[src/rtl/hiqp_ram.sv]
// Generic single-write, single-read RAM with registered read data.
// No dependencies.
module hiqp_ram #(
    parameter int WIDTH = 8,
    parameter int DEPTH = 16
) (
    input  logic                     clk,
    input  logic                     we,
    input  logic [$clog2(DEPTH)-1:0] waddr,
    input  logic [WIDTH-1:0]         wdata,
    input  logic [$clog2(DEPTH)-1:0] raddr,
    output logic [WIDTH-1:0]         rdata
);

    logic [WIDTH-1:0] mem [DEPTH];

    always_ff @(posedge clk)
    begin
        if (we)
        begin
            mem[waddr] <= wdata;
        end
        rdata <= mem[raddr];
    end

endmodule

[config.mk]
export PLATFORM = sky130hd
export DESIGN_NAME = hiqp_ram
export DESIGN_NICKNAME = d
export VERILOG_FILES = /design/src/rtl/hiqp_ram.sv
export SDC_FILE = /design/constraint.sdc
export NUM_CORES = 1
export LEC_CHECK = 0
export ABC_AREA = 1
export BUFFER_PORTS_ARGS = -buffer_cell sky130_fd_sc_hd__buf_2
export CAP_MARGIN = 20
export CORE_MARGIN = 2
export CORE_UTILIZATION = 38
export DETAILED_ROUTE_END_ITERATION = 7
export HOLD_SLACK_MARGIN = 0.12
export SLEW_MARGIN = 5
export SYNTH_ARGS = -nofsm -noshare
export SYNTH_HDL_FRONTEND = slang
export SYNTH_SLANG_ARGS = --single-unit
[constraint.sdc]
create_clock -name clk -period 2.9 [get_ports clk]
set_clock_uncertainty 0.05 [all_clocks]
set_input_delay 0.435 -clock clk [delete_from_list [all_inputs] [get_ports clk]]
set_output_delay 0.435 -clock clk [all_outputs]
set_load 0.01 [all_outputs]
# == Yosys cells after proc, flatten, opt, wreduce, memory -nomap -nowiden ==
# Memory sizes are Yosys's and may differ from the RTL's. A register that Yosys moved wholly into a read port is not among the register bits.
# Cells that the tools add are included.
# word_totals
register_bits,0
mem_bits_rw,128
memories,1
input_bits,18
elab_cells,3
output_inout_bits,8
# memory_table
memory,words,word_bits,rd,rd_clocked_by_memory_dff,wr,line_no,rtl
mem,16,8,1,1,1,15,logic [WIDTH-1:0] mem [DEPTH];
# classes
n_mux,2
# op_table
operator,count
1-bit two-way mux,2

# == Depth between registers and ports, before layout ==
# depth
ltp_word,2
mapped_depth,8

# == Worst setup path after synthesis ==
# Ideal clock, no wire load.
# synth_path
path_type,input -> register
start,input waddr[2]
end,"memory mem[10][0], enable pin"
arrival_ns,1.016
path_buffers,0
t_required_ns,2.480
path_slack_ns,1.464
cell_stages,2
cell_sequence,nand3b_1 -> nor2_1
# synth_lines
item,line_no,rtl
from (decl),9,"input logic [$clog2(DEPTH)-1:0] waddr,"
to (decl),15,
# No word-level cell before the write port.

==> run_results.csv <==
group,metric,value,unit
timing,rsz0062_at_grt,"no",
detailed_routing,first_pass_iters,5,
logic_synthesis,synth_top_cell_by_area,"edfxtp_1",
setup_path,cp_max_fo,37,
final_layout,drive_above_1_share,11.6,%
setup_path,cpLargestDelayFamily,"buffers and inverters",
timing,worst_hold_slack,0.362,ns
timing,setup-tns-final,0,ns
detailed_routing,vias,3797,
clock_network,root_buffer,"clkbuf_16",
detailed_routing,viasPerCell,4.81,
timing,slew_headroom,48.6,%
logic_synthesis,seq_area_frac_synth,69.4,%
detailed_routing,ant_nets,0,
final_layout,final_cell_mix,"nand2_1 (173), edfxtp_1 (128), inv_1 (100), nand3_1 (97), buf_2 (25)",
final_layout,diodes,0,
setup_path,crit_cells,7,
placed_design,hpwl,7770,um
die,io_pins,26,
setup_path,path_buf_inv,2,
setup_path,crit_path_max_incr_delay,0.44,ns
die,start_util,38.4,%
timing,slew_viol_final,0,
global_route,overflow,0,
logic_synthesis,netlist_instances,551,
logic_synthesis,ys_types,12,
clock_network,cts_buffers,17,
setup_path,reg2reg_depth,6,
min_path,holdPathStages,3,
placed_design,place_area,6100,um2
logic_synthesis,syn-num-nets,569,
logic_synthesis,synth_top_cell_area_share,66.7,%
logic_synthesis,synth-seq-cells,136,
placed_design,numPortBuffers,25,
final_layout,fillers,1389,
final_layout,final_core_util,44.5,%
status,status,"completed",
setup_path,slowest_stage,"buf_4",
timing,setup_viol,0,
power,p_per_area,694,nW/um2
detailed_routing,dr.first_iter.drc_count,360,
clock_network,cts_resized,0,
clock_network,h-tree-depth,4,
die,die_area,16200,um2
placed_design,gp_congestion,0.791,
global_route,antenna_found_initial,0,
clock_network,clockBufferDepth,2,
clock_network,cts_tree,"done",
detailed_routing,drc_errors,0,
setup_path,start_kind,"primary input",
global_route,grt_pass1_wl,20200,um
clock_network,cts_setup_buffers,0,
global_route,grt_max_degree,38,
die,num_rows,45,
power,p_leak,2.90,nW
placed_design,post-place-cells,758,
min_path,worstHoldPathType,"in -> reg",
clock_network,hold_buffers,0,
die,core_area,15000,um2
logic_synthesis,synth_area,5770,um2
final_layout,fin_cells,790,
global_route,grt_pass1_vias,3635,
setup_path,critPathKind,"in -> reg",
placed_design,pre_cts_ws,0.974,ns
detailed_routing,drt-wirelength-per-cell,16.3,um
clock_network,clock-sinks,136,
timing,hold_viol,0,
global_route,track_usage,16.9,%
final_layout,nets,607,
power,irDropWorstVdd,421,uV
detailed_routing,wl,12900,um
final_layout,syn_to_final_growth,16.0,%
setup_path,endpoint_kind,"flop",
logic_synthesis,synth_area_leaders,"edfxtp_1 (67%), nand2_1 (11%), nand3_1 (8.4%), inv_1 (6.5%), dfxtp_1 (2.8%)",
setup_path,crit_required,3.15,ns
final_layout,fin_area,6690,um2
die,fp.dieH,127,um
timing,setup_ws,1.42,ns
timing,fin_crit,1.48,ns
die,die_w,127,um
setup_path,worstPathArrival,1.73,ns
timing,fmax,677,MHz
clock_network,clk_latency,0.41,ns
logic_synthesis,syn_area_per_cell,10.5,um2
timing,period_share,50.9,%
setup_path,crit_top_cell,"nand3_1",
timing,worst_slew_pin_slew,0.768,ns
logic_synthesis,yosys_warnings,0,
final_layout,final_common_cell,"nand2_1",
setup_path,worstPathCellList,"buf_2 > buf_4 > nand2_1 > nand3_1 > nand3_1 > nand3_1 > nand2_1",
clock_network,clkTransAtPathRegs,0.05,ns
power,fin_total_pwr,4.64,mW
job,drv_cap,0,
## worst reg2reg max path: stages, from the launching register on
cell	delay [ns]
edfxtp_1	0.35
inv_1	0.06
nand2_1	0.05
nand3_1	0.10
nand3_1	0.13
nand3_1	0.16
nand2_1	0.07
## layout make-up
class	count	area, um2	area share [%]
Sequential cell	136	4000	59.9
Tap cell	188	235	3.52
Clock buffer	19	433	6.47
Inverter	102	383	5.72
Timing Repair Buffer	43	260	3.89
Clock inverter	13	159	2.38
Multi-Input combinational cell	289	1210	18.1
## report_power, final
group          total [mW]  internal, mW  switching, mW
Clock                2.17          1.41          0.753
Combinational       0.261        0.0753          0.186
Sequential           2.21          2.20         0.0114
## flip-flops by register name, indices dropped and copies added (netlist names)
| signal | count |
|---|---|
| mem | 128 |
| rdata | 8 |
## synth_stat cells, drive strengths merged
| cell | n |
|---|---|
| nand3b | 2 |
| inv | 102 |
| nand3 | 97 |
| nand2 | 173 |
| nor2 | 17 |
| edfxtp | 128 |
| buf | 24 |
| dfxtp | 8 |
## worst paths after layout
path	slack, ns	startpoint	endpoint
setup / recovery	1.42	raddr[0]	rdata[4]
setup reg to reg	1.82	mem[4][4]	rdata[4]
hold / removal	0.36	raddr[3]	rdata[4]
hold reg to reg	0.63	mem[12][2]	rdata[2]
## layer usage
metal	wire length [um]	up-vias	share of wire, %	track usage [%]
met5	0	-	0	0
met4	169	0	1.3	6.33
met3	806	15	6.2	3.18
met2	6340	131	49	27.3
met1	5590	1807	43	23.1
li1	-	1844	-	-
## cell families after synthesis
family | count (synthesis) | synth area share (%)
buffers and inverters | 126 | 9.52
DFF | 136 | 69.4
and+or+nand+nor | 289 | 21.0
Power figures use the tool's default switching activity.
