`src/rtl/hiqp_pkg.sv`:
```
// Package for the quadratic-probe hash insert block: beat types, result codes,
// hash and modulo constants, and the control structs between its modules.
// No dependencies.
package hiqp_pkg;

    localparam int KEY_W    = 64;
    localparam int LEN_W    = 4;
    localparam int SIZE_W   = 11;
    localparam int POS_W    = 10;
    localparam int STATUS_W = 2;

    // slots in the table RAMs; positions and table_size are sized for this
    localparam int TABLE_DEPTH = 1024;

    localparam logic [SIZE_W-1:0] SIZE_RESET = 11'd1021;

    localparam logic [STATUS_W-1:0] STATUS_NEW   = 2'd0;
    localparam logic [STATUS_W-1:0] STATUS_FOUND = 2'd1;
    localparam logic [STATUS_W-1:0] STATUS_FULL  = 2'd2;

    // hash: last three characters, offset from 'A', base 32
    localparam int         HASH_CHARS  = 3;
    localparam int         RADIX_SHIFT = 5;
    localparam logic [7:0] CHAR_A      = 8'h41;

    // |sum| < 2^18; the remainder unit retires 3 dividend bits a cycle
    localparam int MAG_W     = 18;
    localparam int SUM_W     = MAG_W + 1;
    localparam int MOD_BITS  = 3;
    localparam int MOD_ITERS = MAG_W / MOD_BITS;
    localparam int MOD_CNT_W = $clog2(MOD_ITERS);

    typedef struct packed {
        logic [KEY_W-1:0] key_chars;
        logic [LEN_W-1:0] key_length;
    } key_beat_t;

    typedef struct packed {
        logic [STATUS_W-1:0] status;
        logic [POS_W-1:0]    position;
    } res_beat_t;

    typedef struct packed {
        logic             start;
        logic             negative;
        logic [MAG_W-1:0] magnitude;
    } mod_req_t;

    typedef struct packed {
        logic              done;
        logic [SIZE_W-1:0] residue;
    } mod_rsp_t;

    typedef struct packed {
        logic load;
        logic advance;
    } probe_ctrl_t;

endpackage

```
`src/rtl/hiqp_mod.sv`:
```
// Iterative remainder unit: signed hash sum modulo the table size,
// restoring division, MOD_BITS quotient bits per cycle. Uses hiqp_pkg.
module hiqp_mod (
    input  logic                      clk,
    input  logic                      rst_n,
    input  hiqp_pkg::mod_req_t        req,
    input  logic [hiqp_pkg::SIZE_W-1:0] modulus,
    output hiqp_pkg::mod_rsp_t        rsp
);
    import hiqp_pkg::*;

    logic [MAG_W-1:0]     mag_reg, mag_next;
    logic [SIZE_W-1:0]    rem_reg, rem_next;
    logic                 neg_reg;
    logic [MOD_CNT_W-1:0] cnt_reg;
    logic                 busy_reg;
    logic                 done_reg;
    logic [SIZE_W:0]      trial;

    // remainder stays below the modulus, so one compare-subtract per bit
    always_comb
    begin
        rem_next = rem_reg;
        mag_next = mag_reg;
        trial    = '0;
        for (int j = 0; j < MOD_BITS; j++)
        begin
            trial    = {rem_next, mag_next[MAG_W-1]};
            mag_next = mag_next << 1;
            if (trial >= {1'b0, modulus})
            begin
                trial = trial - {1'b0, modulus};
            end
            rem_next = trial[SIZE_W-1:0];
        end
    end

    always_ff @(posedge clk)
    begin
        if (req.start)
        begin
            mag_reg <= req.magnitude;
            rem_reg <= '0;
            neg_reg <= req.negative;
        end
        else if (busy_reg)
        begin
            mag_reg <= mag_next;
            rem_reg <= rem_next;
        end
    end

    always_ff @(posedge clk or negedge rst_n)
    begin
        if (!rst_n)
        begin
            busy_reg <= 1'b0;
            done_reg <= 1'b0;
            cnt_reg  <= '0;
        end
        else if (req.start)
        begin
            busy_reg <= 1'b1;
            done_reg <= 1'b0;
            cnt_reg  <= '0;
        end
        else if (busy_reg)
        begin
            cnt_reg <= cnt_reg + 1'b1;
            if (cnt_reg == MOD_CNT_W'(MOD_ITERS - 1))
            begin
                busy_reg <= 1'b0;
                done_reg <= 1'b1;
            end
        end
        else
        begin
            done_reg <= 1'b0;
        end
    end

    // negative sum: fold the remainder back into [0, m)
    assign rsp.done    = done_reg;
    assign rsp.residue = (neg_reg && rem_reg != '0) ? modulus - rem_reg : rem_reg;

endmodule

```
`config.mk`:
```
export PLATFORM = sky130hd
export DESIGN_NAME = hiqp_mod
export DESIGN_NICKNAME = d
export VERILOG_FILES = /design/src/rtl/hiqp_pkg.sv /design/src/rtl/hiqp_mod.sv
export SDC_FILE = /design/constraint.sdc
export NUM_CORES = 1
export LEC_CHECK = 0
export BUFFER_PORTS_ARGS = -buffer_cell sky130_fd_sc_hd__buf_2
export CAP_MARGIN = 0
export CORE_ASPECT_RATIO = 1.1
export CORE_MARGIN = 2
export CORE_UTILIZATION = 60
export DETAILED_ROUTE_END_ITERATION = 7
export PLACE_DENSITY_LB_ADDON = 0.1
export SYNTH_ARGS = -nofsm -noshare
export SYNTH_HDL_FRONTEND = slang
export SYNTH_SLANG_ARGS = --single-unit
```
`constraint.sdc`:
```
create_clock -name clk -period 12.35 [get_ports clk]
set_input_delay 2.47 -clock clk [delete_from_list [all_inputs] [get_ports clk]]
set_output_delay 2.47 -clock clk [all_outputs]
set_load 0.05 [all_outputs]
```
* Word-level counts from Yosys, hierarchy flattened
Index checks and enable logic that the tools add are counted.
** Storage, ports and cells
- Logic and storage cells :: 33
- Input port bits :: 33
- Flip-flop bits (word level) :: 35
- Output and inout bits :: 12
** Operators by class
- $lt $le $gt $ge :: 3
- Add/sub/neg operators :: 5
- Multiplexer cells :: 14
- Reductions and logical operators :: 3
- Equality and inequality tests :: 2
** Operators by type and width (count)
- $mux 11 :: 4
- $sub 11x11->11 :: 4
- $ge 12x11->1 :: 3
- $mux 18 :: 2
- $reduce_bool 11->1 :: 1
- $mux 1 :: 6
- $mux 3 :: 2
- $add 3x1->3 const B :: 1
- $eq 3x3->1 const B :: 1
- $ne 3x2->1 const B :: 1
- $reduce_bool 2->1 :: 1
- $logic_and 1x1->1 :: 1

* Depth between registers and ports, before layout
- Depth after elaboration :: 6
- Mapped depth :: 29
- Gate-level depth less buffers :: 26

* Least setup slack after synthesis
No wires, ideal clock.
- Kind :: in2reg
- Start point :: in modulus[0] in the netlist's numbering
- End point :: reg rem_reg[8]
- Arrival :: 8104 ps
- Stages on the path :: 24
- Setup time :: 122 ps
- Data required time :: 12228 ps
- Buffers on the path :: 2
- Setup slack :: 4124 ps
- Cells stage by stage :: ha_1 -> fa_1 -> nand2b_1 -> a211oi_2 -> o311ai_2 -> and2_1 -> buf_6 -> mux2_4 -> ha_1 -> nand2_1 -> or4_1 -> a31oi_1 -> a211o_2 -> buf_6 -> mux2_2 -> ha_1 -> and2_1 -> o21ai_0 -> a311oi_1 -> o21ai_0 -> nand2b_1 -> a211oi_2 -> a21oi_1 -> a311o_1
** Between the ends
- Cells in the longest elaborated chain, start to end :: 6
- Elaborated cells on any way between the ends :: 9
- Those cells by class :: 3 x add/sub; 3 x order compare; 3 x mux
** RTL lines
- start, declared :: RTL line hiqp_mod.sv:7 : input logic [hiqp_pkg::SIZE_W-1:0] modulus,
- $sub 11x11->11 or $ge 12x11->1 (tied branches) :: RTL line hiqp_mod.sv:32, hiqp_mod.sv:30
- $mux 11 :: RTL line hiqp_mod.sv:30 : if (trial >= {1'b0, modulus})
- $sub 11x11->11 or $ge 12x11->1 (tied branches) :: RTL line hiqp_mod.sv:32, hiqp_mod.sv:30
- $mux 11 :: RTL line hiqp_mod.sv:30
- $sub 11x11->11 or $ge 12x11->1 (tied branches) :: RTL line hiqp_mod.sv:32, hiqp_mod.sv:30
- $mux 11 (*) :: RTL line hiqp_mod.sv:30
- end signal, assigned :: RTL line hiqp_mod.sv:49 : rem_reg <= rem_next;
- end, declared :: RTL line hiqp_mod.sv:13 : logic [SIZE_W-1:0] rem_reg, rem_next;
Mark *: on every way between the ends. The rest lies on a longest branch, timed or not.
A chain may end at the register's enable or synchronous reset.

* Worst setup path in the final report
Same ends and word-level chain as after synthesis.

==> summary.md <==
| Metric | Value |
|---|---|
| Status | `complete, no violations` |
| Placed Area | `4260 µm²` |
| Setup violations, final | `0` |
| Routability congestion estimate from global placement | `0.942` |
| Die ar. | `7320 µm²` |
| FP Rows | `31` |
| Clk buf depth | `2` |
| Largest net degree at the start of global routing | `39` |
| CTS Hold Bufs | `0` |
| Via count | `3584` |
| Ant. Diodes | `0` |
| Vias per inst | `6.33` |
| Wire per inst | `18.5 µm` |
| Mapped cell area | `3990 µm²` |
| Max FFs per register | `18` |
| Worst R2R End | `rem_reg[8]` |
| Die Y | `89.5 µm` |
| Clk_skew | `0.00840 ns` |
| Final hold vios | `0` |
| Final core occ | `0.668` |
| Die Wd | `81.8 µm` |
| Clock transition at path regs | `0.08 ns` |
| CTS Buf Count | `5` |
| Initial core utilization | `0.613` |
| Setup CP Type | `in2reg` |
| Skew-Pair Late Insertion Delay | `0.29 ns` |
| Setup Buffers After CTS | `0` |
| Final hold slack | `0.552 ns` |
| Routed WL | `10400 µm` |
| Vias in the first global route | `3324` |
| Antenna violations before repair | `0` |
| Period minus WS final | `8.91 ns` |
| Max-cap viol count | `0` |
| Setup tns final | `0 ns` |
| Post-CTS sizing | `0` |
| Commonest non-fill, non-tap cells in the layout | `ha_1, buf_2, inv_1` |
| RSZ-0062 raised after global routing | `no` |
| Pre-Repair DR Iteration Count | `5` |
| Syn Nets | `526` |
| Iteration-0 DRC count of the detailed router | `167` |
| Sequential-to-total area share from yosys stat | `0.229` |
| Reg-to-Reg Start | `mag_reg[17]` |
| Worst hold path stage count | `1` |
| Crit path capture type | `flop` |
| Worst min path class | `reg2reg` |
| Worst EP required | `12.53 ns` |
| Ports | `45` |
| Gr usage total | `0.292` |
| Netlist cell types | `69` |
| GRT overflow | `0` |
| Cells after synthesis | `444` |
| Area growth, synth to finish | `9.06%` |
| Reg2Reg Setup Slack | `5.27 ns` |
| # port buffers | `44` |
| Fin area | `4350 µm²` |
| Synth Register Bits | `35` |
| Reg2reg path depth | `24` |
| CP startpoint | `modulus[0]` |
| ANT nets after route | `0` |
| Setup crit end | `rem_reg[8]` |
| Max H-tree Level | `2` |
| First-pass GRT wire length | `16000 µm` |
| CTS tree | `done` |
| YS warnings | `0` |
| TritonCTS Sinks | `35` |
| Max Fclk | `0.112 GHz` |
| Number of synthesized flops with an enable pin | `19` |
| Fin crit share | `0.722` |
| Critical Path AT | `9.09 ns` |
| Post-synth ARST share | `0.143` |
| Top fanout value on the critical path | `12` |
| Critical Path Start Type | `input port` |
| Most common cell after layout, fill and taps aside | `ha_1` |
| Max Slew Vio Count | `0` |
| CTS root buffer | `clkbuf_8` |
| Predominant post-synthesis flop cell | `edfxtp_1` |
| Max-slew headroom | `0.492` |
| Core Area | `6520 µm²` |
| Proportion of layout cells with a drive suffix above 1 | `0.221` |
| Final HPWL DP | `8380 µm` |
| DR DRC count | `0` |
| Slew @ Worst Pin | `0.762 ns` |
| Final nets | `565` |
| Mean Syn Cell Area | `8.99 µm²` |
routing by layer:
layer	wire, µm	GRT usage
met3	502	0.0303
met1	4360	0.357
met5	0	0
met2	5170	0.513
met4	413	0.136
final cells by class:
class / instances / area, µm²
timing repair buffer: 45 / 228
multi-input combinational: 358 / 2870
fill: 587 / 2160
inverter: 38 / 143
sequential: 35 / 916
clock buffer: 5 / 68.8
clock inverter: 3 / 23.8
tap: 82 / 103
cell usage after synthesis (7+ instances only):
master | number | area, µm²
o21ai_0 | 20 | 100
nand3_1 | 12 | 60.1
ha_1 | 45 | 563
edfxtp_1 | 19 | 571
nor2b_1 | 7 | 43.8
a21oi_1 | 24 | 120
clkbuf_1 | 7 | 26.3
mux2_2 | 24 | 270
a311oi_1 | 9 | 78.8
nand2_1 | 27 | 101
inv_1 | 38 | 143
dfxtp_1 | 11 | 220
nor2_1 | 22 | 82.6
nor3_1 | 17 | 85.1
xor2_1 | 12 | 105
xnor2_1 | 14 | 123
worst max-delay path, stage by stage:
cell and delay [ns]:
buf_2 0.16, ha_1 0.25, fa_1 0.24, nand2b_1 0.15
a211oi_2 0.10, o311ai_2 0.53, and2_1 0.52, mux2_4 0.35
ha_1 0.39, nand2_1 0.12, or4_1 0.54, a31oi_1 0.20
a211o_2 0.34, mux2i_2 0.34, inv_1 0.10, fa_1 0.44
nor2b_1 0.19, o2111ai_1 0.18, a311oi_1 0.30, o21ai_0 0.14
nand2b_1 0.16, a211o_1 0.46, nor2_2 0.10, a311o_1 0.32
worst min path at each step:
| stage | from | end |
|---|---|---|
| after floorplan | rem_reg[2] | rem_reg[2] |
| after global placement | mag_reg[11] | mag_reg[14] |
| after detailed placement | mag_reg[9] | mag_reg[12] |
| after CTS | mag_reg[11] | mag_reg[14] |
| after global routing | mag_reg[14] | mag_reg[17] |
| final | mag_reg[11] | mag_reg[14] |
stage by stage:
stage,std cells,setup WS [ns]
6_report,566,3.44
4_1_cts,566,3.58
2_1_floorplan,444,4.12
3_3_place_gp,558,3.40
3_5_place_dp,558,3.29
5_1_grt,566,2.93
kinds of logic (layout without fill, tap and decap cells):
| kind of cell | count (synthesis) | count (layout) | share of synthesized area |
|---|---|---|---|
| mux | 36 | 36 | 0.107 |
| buf+inv | 51 | 91 | 0.0539 |
| simple gates | 130 | 130 | 0.174 |
| xor+xnor | 26 | 26 | 0.0571 |
| compound gates | 117 | 117 | 0.218 |
| fa+ha+maj | 49 | 49 | 0.161 |
| flops | 35 | 35 | 0.229 |
Power is not shown: default switching activity piles up to over one toggle a cycle in this logic, so the estimate is an artifact.
