## src/rtl/hiqp_pkg.sv

```systemverilog
// Package for the quadratic-probe hash insert block: beat types, result codes,
// hash and modulo constants, and the control structs between its modules.
// No dependencies.
package hiqp_pkg;

    localparam int KEY_W    = 64;
    localparam int LEN_W    = 4;
    localparam int SIZE_W   = 11;
    localparam int POS_W    = 10;
    localparam int STATUS_W = 2;

    // slots in the table RAMs; positions and table_size are sized for this
    localparam int TABLE_DEPTH = 1024;

    localparam logic [SIZE_W-1:0] SIZE_RESET = 11'd1021;

    localparam logic [STATUS_W-1:0] STATUS_NEW   = 2'd0;
    localparam logic [STATUS_W-1:0] STATUS_FOUND = 2'd1;
    localparam logic [STATUS_W-1:0] STATUS_FULL  = 2'd2;

    // hash: last three characters, offset from 'A', base 32
    localparam int         HASH_CHARS  = 3;
    localparam int         RADIX_SHIFT = 5;
    localparam logic [7:0] CHAR_A      = 8'h41;

    // |sum| < 2^18; the remainder unit retires 3 dividend bits a cycle
    localparam int MAG_W     = 18;
    localparam int SUM_W     = MAG_W + 1;
    localparam int MOD_BITS  = 3;
    localparam int MOD_ITERS = MAG_W / MOD_BITS;
    localparam int MOD_CNT_W = $clog2(MOD_ITERS);

    typedef struct packed {
        logic [KEY_W-1:0] key_chars;
        logic [LEN_W-1:0] key_length;
    } key_beat_t;

    typedef struct packed {
        logic [STATUS_W-1:0] status;
        logic [POS_W-1:0]    position;
    } res_beat_t;

    typedef struct packed {
        logic             start;
        logic             negative;
        logic [MAG_W-1:0] magnitude;
    } mod_req_t;

    typedef struct packed {
        logic              done;
        logic [SIZE_W-1:0] residue;
    } mod_rsp_t;

    typedef struct packed {
        logic load;
        logic advance;
    } probe_ctrl_t;

endpackage

```

## src/rtl/hiqp_probe.sv

```systemverilog
// Probe slot generator: home +1, -1, +4, -4, ... modulo the table size,
// squares kept incrementally with compare-subtract. Uses hiqp_pkg.
module hiqp_probe (
    input  logic                        clk,
    input  logic                        rst_n,
    input  hiqp_pkg::probe_ctrl_t       ctrl,
    input  logic [hiqp_pkg::SIZE_W-1:0] home,
    input  logic [hiqp_pkg::SIZE_W-1:0] modulus,
    output logic [hiqp_pkg::SIZE_W-1:0] slot
);
    import hiqp_pkg::*;

    logic [SIZE_W-1:0] sq_reg, sq_next;
    logic [SIZE_W-1:0] step_reg, step_next;   // (2k+1) mod m
    logic              minus_reg;
    logic [SIZE_W:0]   plus_sum, sq_sum, step_sum;
    logic [SIZE_W-1:0] step_init;

    always_comb
    begin
        plus_sum = {1'b0, home} + {1'b0, sq_reg};
        if (minus_reg)
        begin
            if (home >= sq_reg)
            begin
                slot = home - sq_reg;
            end
            else
            begin
                slot = SIZE_W'({1'b0, home} + {1'b0, modulus} - {1'b0, sq_reg});
            end
        end
        else if (plus_sum >= {1'b0, modulus})
        begin
            slot = SIZE_W'(plus_sum - {1'b0, modulus});
        end
        else
        begin
            slot = plus_sum[SIZE_W-1:0];
        end
    end

    always_comb
    begin
        sq_sum   = {1'b0, sq_reg} + {1'b0, step_reg};
        step_sum = {1'b0, step_reg} + (SIZE_W+1)'(2);
        sq_next   = (sq_sum >= {1'b0, modulus}) ? SIZE_W'(sq_sum - {1'b0, modulus})
                                                : sq_sum[SIZE_W-1:0];
        step_next = (step_sum >= {1'b0, modulus}) ? SIZE_W'(step_sum - {1'b0, modulus})
                                                  : step_sum[SIZE_W-1:0];
        // 3 mod m for the sizes that can probe at all
        if (modulus == SIZE_W'(2))
        begin
            step_init = SIZE_W'(1);
        end
        else if (modulus == SIZE_W'(3))
        begin
            step_init = '0;
        end
        else
        begin
            step_init = SIZE_W'(3);
        end
    end

    always_ff @(posedge clk)
    begin
        if (ctrl.load)
        begin
            sq_reg   <= SIZE_W'(1);
            step_reg <= step_init;
        end
        else if (ctrl.advance && minus_reg)
        begin
            sq_reg   <= sq_next;
            step_reg <= step_next;
        end
    end

    always_ff @(posedge clk or negedge rst_n)
    begin
        if (!rst_n)
        begin
            minus_reg <= 1'b0;
        end
        else if (ctrl.load)
        begin
            minus_reg <= 1'b0;
        end
        else if (ctrl.advance)
        begin
            minus_reg <= !minus_reg;
        end
    end

endmodule

```

## config.mk

```make
export PLATFORM = sky130hd
export DESIGN_NAME = hiqp_probe
export DESIGN_NICKNAME = d
export VERILOG_FILES = /design/src/rtl/hiqp_pkg.sv /design/src/rtl/hiqp_probe.sv
export SDC_FILE = /design/constraint.sdc
export NUM_CORES = 1
export LEC_CHECK = 0
export ABC_AREA = 1
export BUFFER_PORTS_ARGS = -buffer_cell sky130_fd_sc_hd__buf_2
export CORE_MARGIN = 10
export CORE_UTILIZATION = 53
export CTS_CLUSTER_DIAMETER = 200
export DETAILED_ROUTE_END_ITERATION = 10
export GPL_ROUTABILITY_DRIVEN = 0
export PLACE_DENSITY = 0.7
export SYNTH_ARGS = -nofsm -noshare
export SYNTH_HDL_FRONTEND = slang
export SYNTH_SLANG_ARGS = --single-unit
```

## constraint.sdc

```tcl
create_clock -name clk -period 5.3 [get_ports clk]
set_input_delay 0.53 -clock clk [delete_from_list [all_inputs] [get_ports clk]]
set_output_delay 0.53 -clock clk [all_outputs]
set_load 0.03 [all_outputs]
```

Yosys cells after proc, flatten, opt, wreduce, memory -nomap -nowiden:

Index checks and enable logic that the tools add are counted.

* bits in registers: 23
* bits of input ports: 26
* logic and storage cells: 33

* add/sub/neg operators: 9
* order comparisons: 4
* eq/ne operators: 2
* muxes and demuxes: 11
* reduce and logical (&&, ||, !) cells: 4

Operators by type and width (count)
* 2-to-1 mux 11 bit: 7
* subtractor 11 bit: 5
* greater-or-equal comparator 12 x 11 -> 1 bit: 3
* adder 11 x 11 -> 12 bit: 2
* equality test 11 x 2 -> 1 bit, second input constant: 2
* adder 11 x 2 -> 12 bit, second input constant: 1
* adder 11 bit: 1
* greater-or-equal comparator 11 bit: 1
* 2-to-1 mux 2 bit: 2
* nonzero test 2 bit: 2
* 2-to-1 mux 1 bit: 2
* logical AND 1 bit: 1
* zero test 1 bit: 1

Depth between registers and ports, before layout:

* depth after elaboration: 5
* depth in mapped cells: 24

Worst setup path before layout:

No wires, ideal clock.

* kind: input port to output port
* start: input port home[2] (netlist name)
* end: output port slot[9] (netlist name)
* arrival: 2.975 ns
* required time: 4.770 ns
* setup slack: 1.795 ns
* cell stages on the path: 20
* cells stage by stage: ha_1 > buf_4 > nor2_2 > nand2_1 > nand3_2 > nand2_1 > nand2_1 > xor2_1 > inv_1 > ha_1 > a21oi_1 > nand2_1 > nand2_1 > nand3_2 > o21ai_1 > nand2_1 > buf_6 > nand2_1 > nand3_1 > nand2_1

* longest elaborated chain between the ends: 4
* elaborated cells between the ends (all ways): 10
* those cells by class: add/sub: 5; order compare: 2; mux: 3

Ends and longest elaborated chain
* from (decl): RTL line hiqp_probe.sv:7 `input logic [hiqp_pkg::SIZE_W-1:0] home,`
* adder 11 x 11 -> 12 bit or adder 11 bit (tied branches): RTL line hiqp_probe.sv:21, hiqp_probe.sv:30
* subtractor 11 bit, or another cell as far along: RTL line hiqp_probe.sv:35 `slot = SIZE_W'(plus_sum - {1'b0, modulus});`
* 2-to-1 mux 11 bit, on equally long branches: RTL line hiqp_probe.sv:33, hiqp_probe.sv:24
* 2-to-1 mux 11 bit *: RTL line hiqp_probe.sv:22 `if (minus_reg)`
* to (decl): RTL line hiqp_probe.sv:9 `output logic [hiqp_pkg::SIZE_W-1:0] slot`

Mark *: on every way between the ends. The rest lies on a longest branch, timed or not.

Final worst setup path:

* start: register sq_reg[1]
* end: output port slot[7] (netlist name)

* longest elaborated chain between the ends: 4
* elaborated cells between the ends (all ways): 9
* those cells by class: add/sub: 4; order compare: 2; mux: 3

Ends and longest elaborated chain
* from (decl): RTL line hiqp_probe.sv:13 `logic [SIZE_W-1:0] sq_reg, sq_next;`
* from (signal assigned): RTL line hiqp_probe.sv:75 `sq_reg <= sq_next;`
* adder 11 x 11 -> 12 bit: RTL line hiqp_probe.sv:21 `plus_sum = {1'b0, home} + {1'b0, sq_reg};`
* subtractor 11 bit or greater-or-equal comparator 12 x 11 -> 1 bit (tied branches): RTL line hiqp_probe.sv:35, hiqp_probe.sv:33
* 2-to-1 mux 11 bit: RTL line hiqp_probe.sv:33 `else if (plus_sum >= {1'b0, modulus})`
* 2-to-1 mux 11 bit *: RTL line hiqp_probe.sv:22

Marked as above.

==> results.txt <==
The fraction of the cycle the final worst path needs came out at 0.8716. The total iterations of the first detailed-routing run came out at 5. In this run the worst path has a maximum fanout of 11.

In this run the static leakage power is 3.597 nW. In this run the number of H-tree levels came out at 1. The number of enable flip-flop cells after synthesis came out at 11. Ranked by instance count, the synthesized netlist is headed by nand2_1 (286), inv_1 (179), nor2_1 (93). The worst-case clock skew is 3.807 ps. The number of hold buffers added after cts came out at 0. The post-layout minimum cycle time came out at 4619 ps. The growth of design area from synthesis to finish came out at 5.326%. After the first detailed-routing iteration, the DRC count stood at 632.

The cell sitting at the root of the clock tree is a clkbuf_16. The number of vias per cell is 5.339. For the worst setup path, the data arrival time is 4090 ps.

Once detail routing completed, the nets flagged for antenna violations numbered 0. 0 antenna diodes ended up in the layout. By instance count, the leading cell after synthesis is nand2_1. After global routing the overflow that remains totals 0. The fraction of post-synthesis cell area in the top cell type by area is 0.1771. The met3 track utilization from global routing came out at 0.01541. The worst supply voltage drop on vdd is 0.2468 mV. The die outline height is 126.9 um. For the pin with the worst max-slew slack, the measured transition is 594.9 ps.

The wire length of the first global-routing pass is 28.56 mm. The count of endpoints failing hold in the final timing report came out at 0. The met2 usage came out at 0.3545. After clock tree synthesis, the clock-pin slew on the worst setup and hold paths is 70 ps. After technology mapping, the gate count stands at 996. Buffers inserted during clock tree synthesis total 3. The flow ran to the end, and the final reports show no timing, DRC or antenna violations. For this run, the post-layout net count is 1,142.

The peak-usage layer in the global routing report is met2. The register-to-register path setup slack is 1940 ps. The vias after detailed routing came out at 6,198. The count of unique library cells instantiated by Yosys is 42.

The detailed-route DRC error count is 0. Post-CTS timing repair inserted 0 buffers for setup. Counting along the longest clock path gives a buffer depth of 2.

TritonCTS built the clock tree. The total die area came out at 0.01611 mm2. Setup repair after global routing left no endpoint under its margin. The final total negative setup slack is 0 ps.

The share of layout cells above drive strength 1 is 0.08521. The most used flip-flop cell after synthesis is edfxtp_1. The HPWL reported at the end of detailed placement came out at 14.88 mm. The number of gates given a new drive strength after cts is 0. The synthesized design spends more area on one cell type than any other, namely nand2_1. The post-detailed-routing wire length is 17.75 mm. In this run the count of I/O pins placed on the die edge is 37. The worst hold path belongs to the class in -> async.

The number of global-route vias before repair came out at 5,842. The worst setup path is of the reg -> out kind. The number of nets in the synthesized netlist is 1,116. The tightest slew margin relative to the limit is 0.6019. The finished layout holds 1,161 standard cells, fillers aside. The number of rows in the core area came out at 38. The final setup violation count came out at 0. The count of warnings emitted by yosys is 0. The sink count of the clock tree came out at 23.

In the synthesized netlist the async set-or-reset flop fraction comes to 0.04348. The overall power after layout is 2.246 mW. The worst setup path is captured at a primary output. The cell area power density is 351.9 mW/mm2. The largest net degree at the start of global routing came out at 20. The initial antenna violation count came out at 0. In the post-synthesis netlist, the biggest area contributors are nand2_1 (18%), ha_1 (16%), inv_1 (11%). The sort of element at the start of the critical path is a register.

The total global-route track usage is 0.2124. The worst path required time is 4770 ps. Once layout is complete, the utilization of the core stands at 0.5787. The tool flagged a number of max-cap violations equal to 0. The post-detailed-route wirelength per cell came out at 15.29 um. The number of buffers inserted by port buffering is 36.

The fraction of met1 tracks used by global routing came out at 0.2748. Static timing analysis puts the maximum clock frequency at 216.5 MHz. The die width is 126.9 um. The initial utilization of the core area, before any placement, comes to 0.5495.

The post-synthesis cell area is 0.006061 mm2. The core region is 0.01103 mm2. The flip-flop and latch count after synthesis came out at 23. The synthesized area per cell is 6.085 um2. The final max-slew violation count is 0. The sequential-to-total area share from yosys stat is 0.09496.

Clock latency on the worst-skew pair, taken at its later pin, is 260 ps. After detailed placement, the design holds a cell count of 1,157.
==> final timing paths <==
kind | startpoint | to | depth (start not counted)
worst max register to register | step_reg[2] | sq_reg[10] | 18
worst min-delay path | rst_n | minus_reg | 1
max in group asynchronous | rst_n | minus_reg | 1
worst max-delay path | sq_reg[1] | slot[7] | 21
worst min register to register | sq_reg[5] | sq_reg[5] | 2
min in group clk | ctrl[0] | minus_reg | 3
==> critical path, cell delays in order, from the launching register on <==
cell	delay [ps]
dfxtp_1	650
inv_1	120
ha_1	340
nor2_2	140
nand2_1	80
nand3_2	110
nand2_1	60
nand2_1	70
xor2_1	260
inv_1	80
ha_1	370
a21oi_1	240
nand2_1	110
nand2_1	80
nand3_2	80
o21ai_1	120
buf_4	180
nand2_1	250
nand2_1	150
nand3_1	80
nand2_1	80
buf_2	190
==> placed cells by master, fill, tap and decap left out, types with 5 or more instances in the layout <==
cell,count
o21ai_0,25
nand2_2,8
xor2_1,37
a21oi_2,9
buf_2,36
nor2_1,93
inv_2,5
nand2_1,286
ha_1,78
dfxtp_1,11
nand3b_1,5
o21bai_1,10
edfxtp_1,11
nand3_2,6
o21ai_1,7
nand4_1,23
xnor2_1,19
nor2_2,6
a21oi_1,44
inv_1,179
fa_1,16
nand3_1,78
==> cell type report <==
| cell class | count | area (um2) |
|---|---|---|
| Clock buffer | 3 | 75.07 |
| Sequential cell | 23 | 575.6 |
| Fill cell | 1146 | 4647 |
| Inverter | 186 | 698.2 |
| Timing Repair Buffer | 37 | 187.7 |
| Clock inverter | 1 | 5.005 |
| Multi-Input combinational cell | 771 | 4667 |
| Tap cell | 140 | 175.2 |
==> through the flow <==
stage                     hold WS [ps]  cell area (um2)  worst slack [ps]
after detailed placement         308.7             6304             962.6
after floorplan                  234.4             6061              1795
final                            28.90             6384             680.6
after CTS                        33.35             6384             760.8
after global routing             27.32             6384             423.9
after global placement           306.4             6304             988.8
==> metal layers <==
metal / up-vias / share of wire
met1: 2759 / 0.44
met5: - / 0
met3: 43 / 0.055
met2: 200 / 0.46
li1: 3196 / -
met4: 0 / 0.044
==> power by group <==
| group | switching, mW | total [mW] | leakage, nW | internal [mW] |
|---|---|---|---|---|
| Combinational | 1.16 | 1.80 | 3.34 | 0.642 |
| Sequential | 0.0502 | 0.270 | 0.215 | 0.219 |
| Clock | 0.0708 | 0.173 | 0.0409 | 0.102 |
==> kinds of logic after synthesis <==
| logic type | share of synthesized area |
|---|---|
| adders and majority gates | 0.2139 |
| xor gates and xnor gates | 0.08092 |
| DFF | 0.09496 |
| and+or+nand+nor | 0.3722 |
| AOI/OAI and AO/OA | 0.1030 |
| buffers and inverters | 0.1350 |
Note: power is estimated with default switching activity, not from simulation.
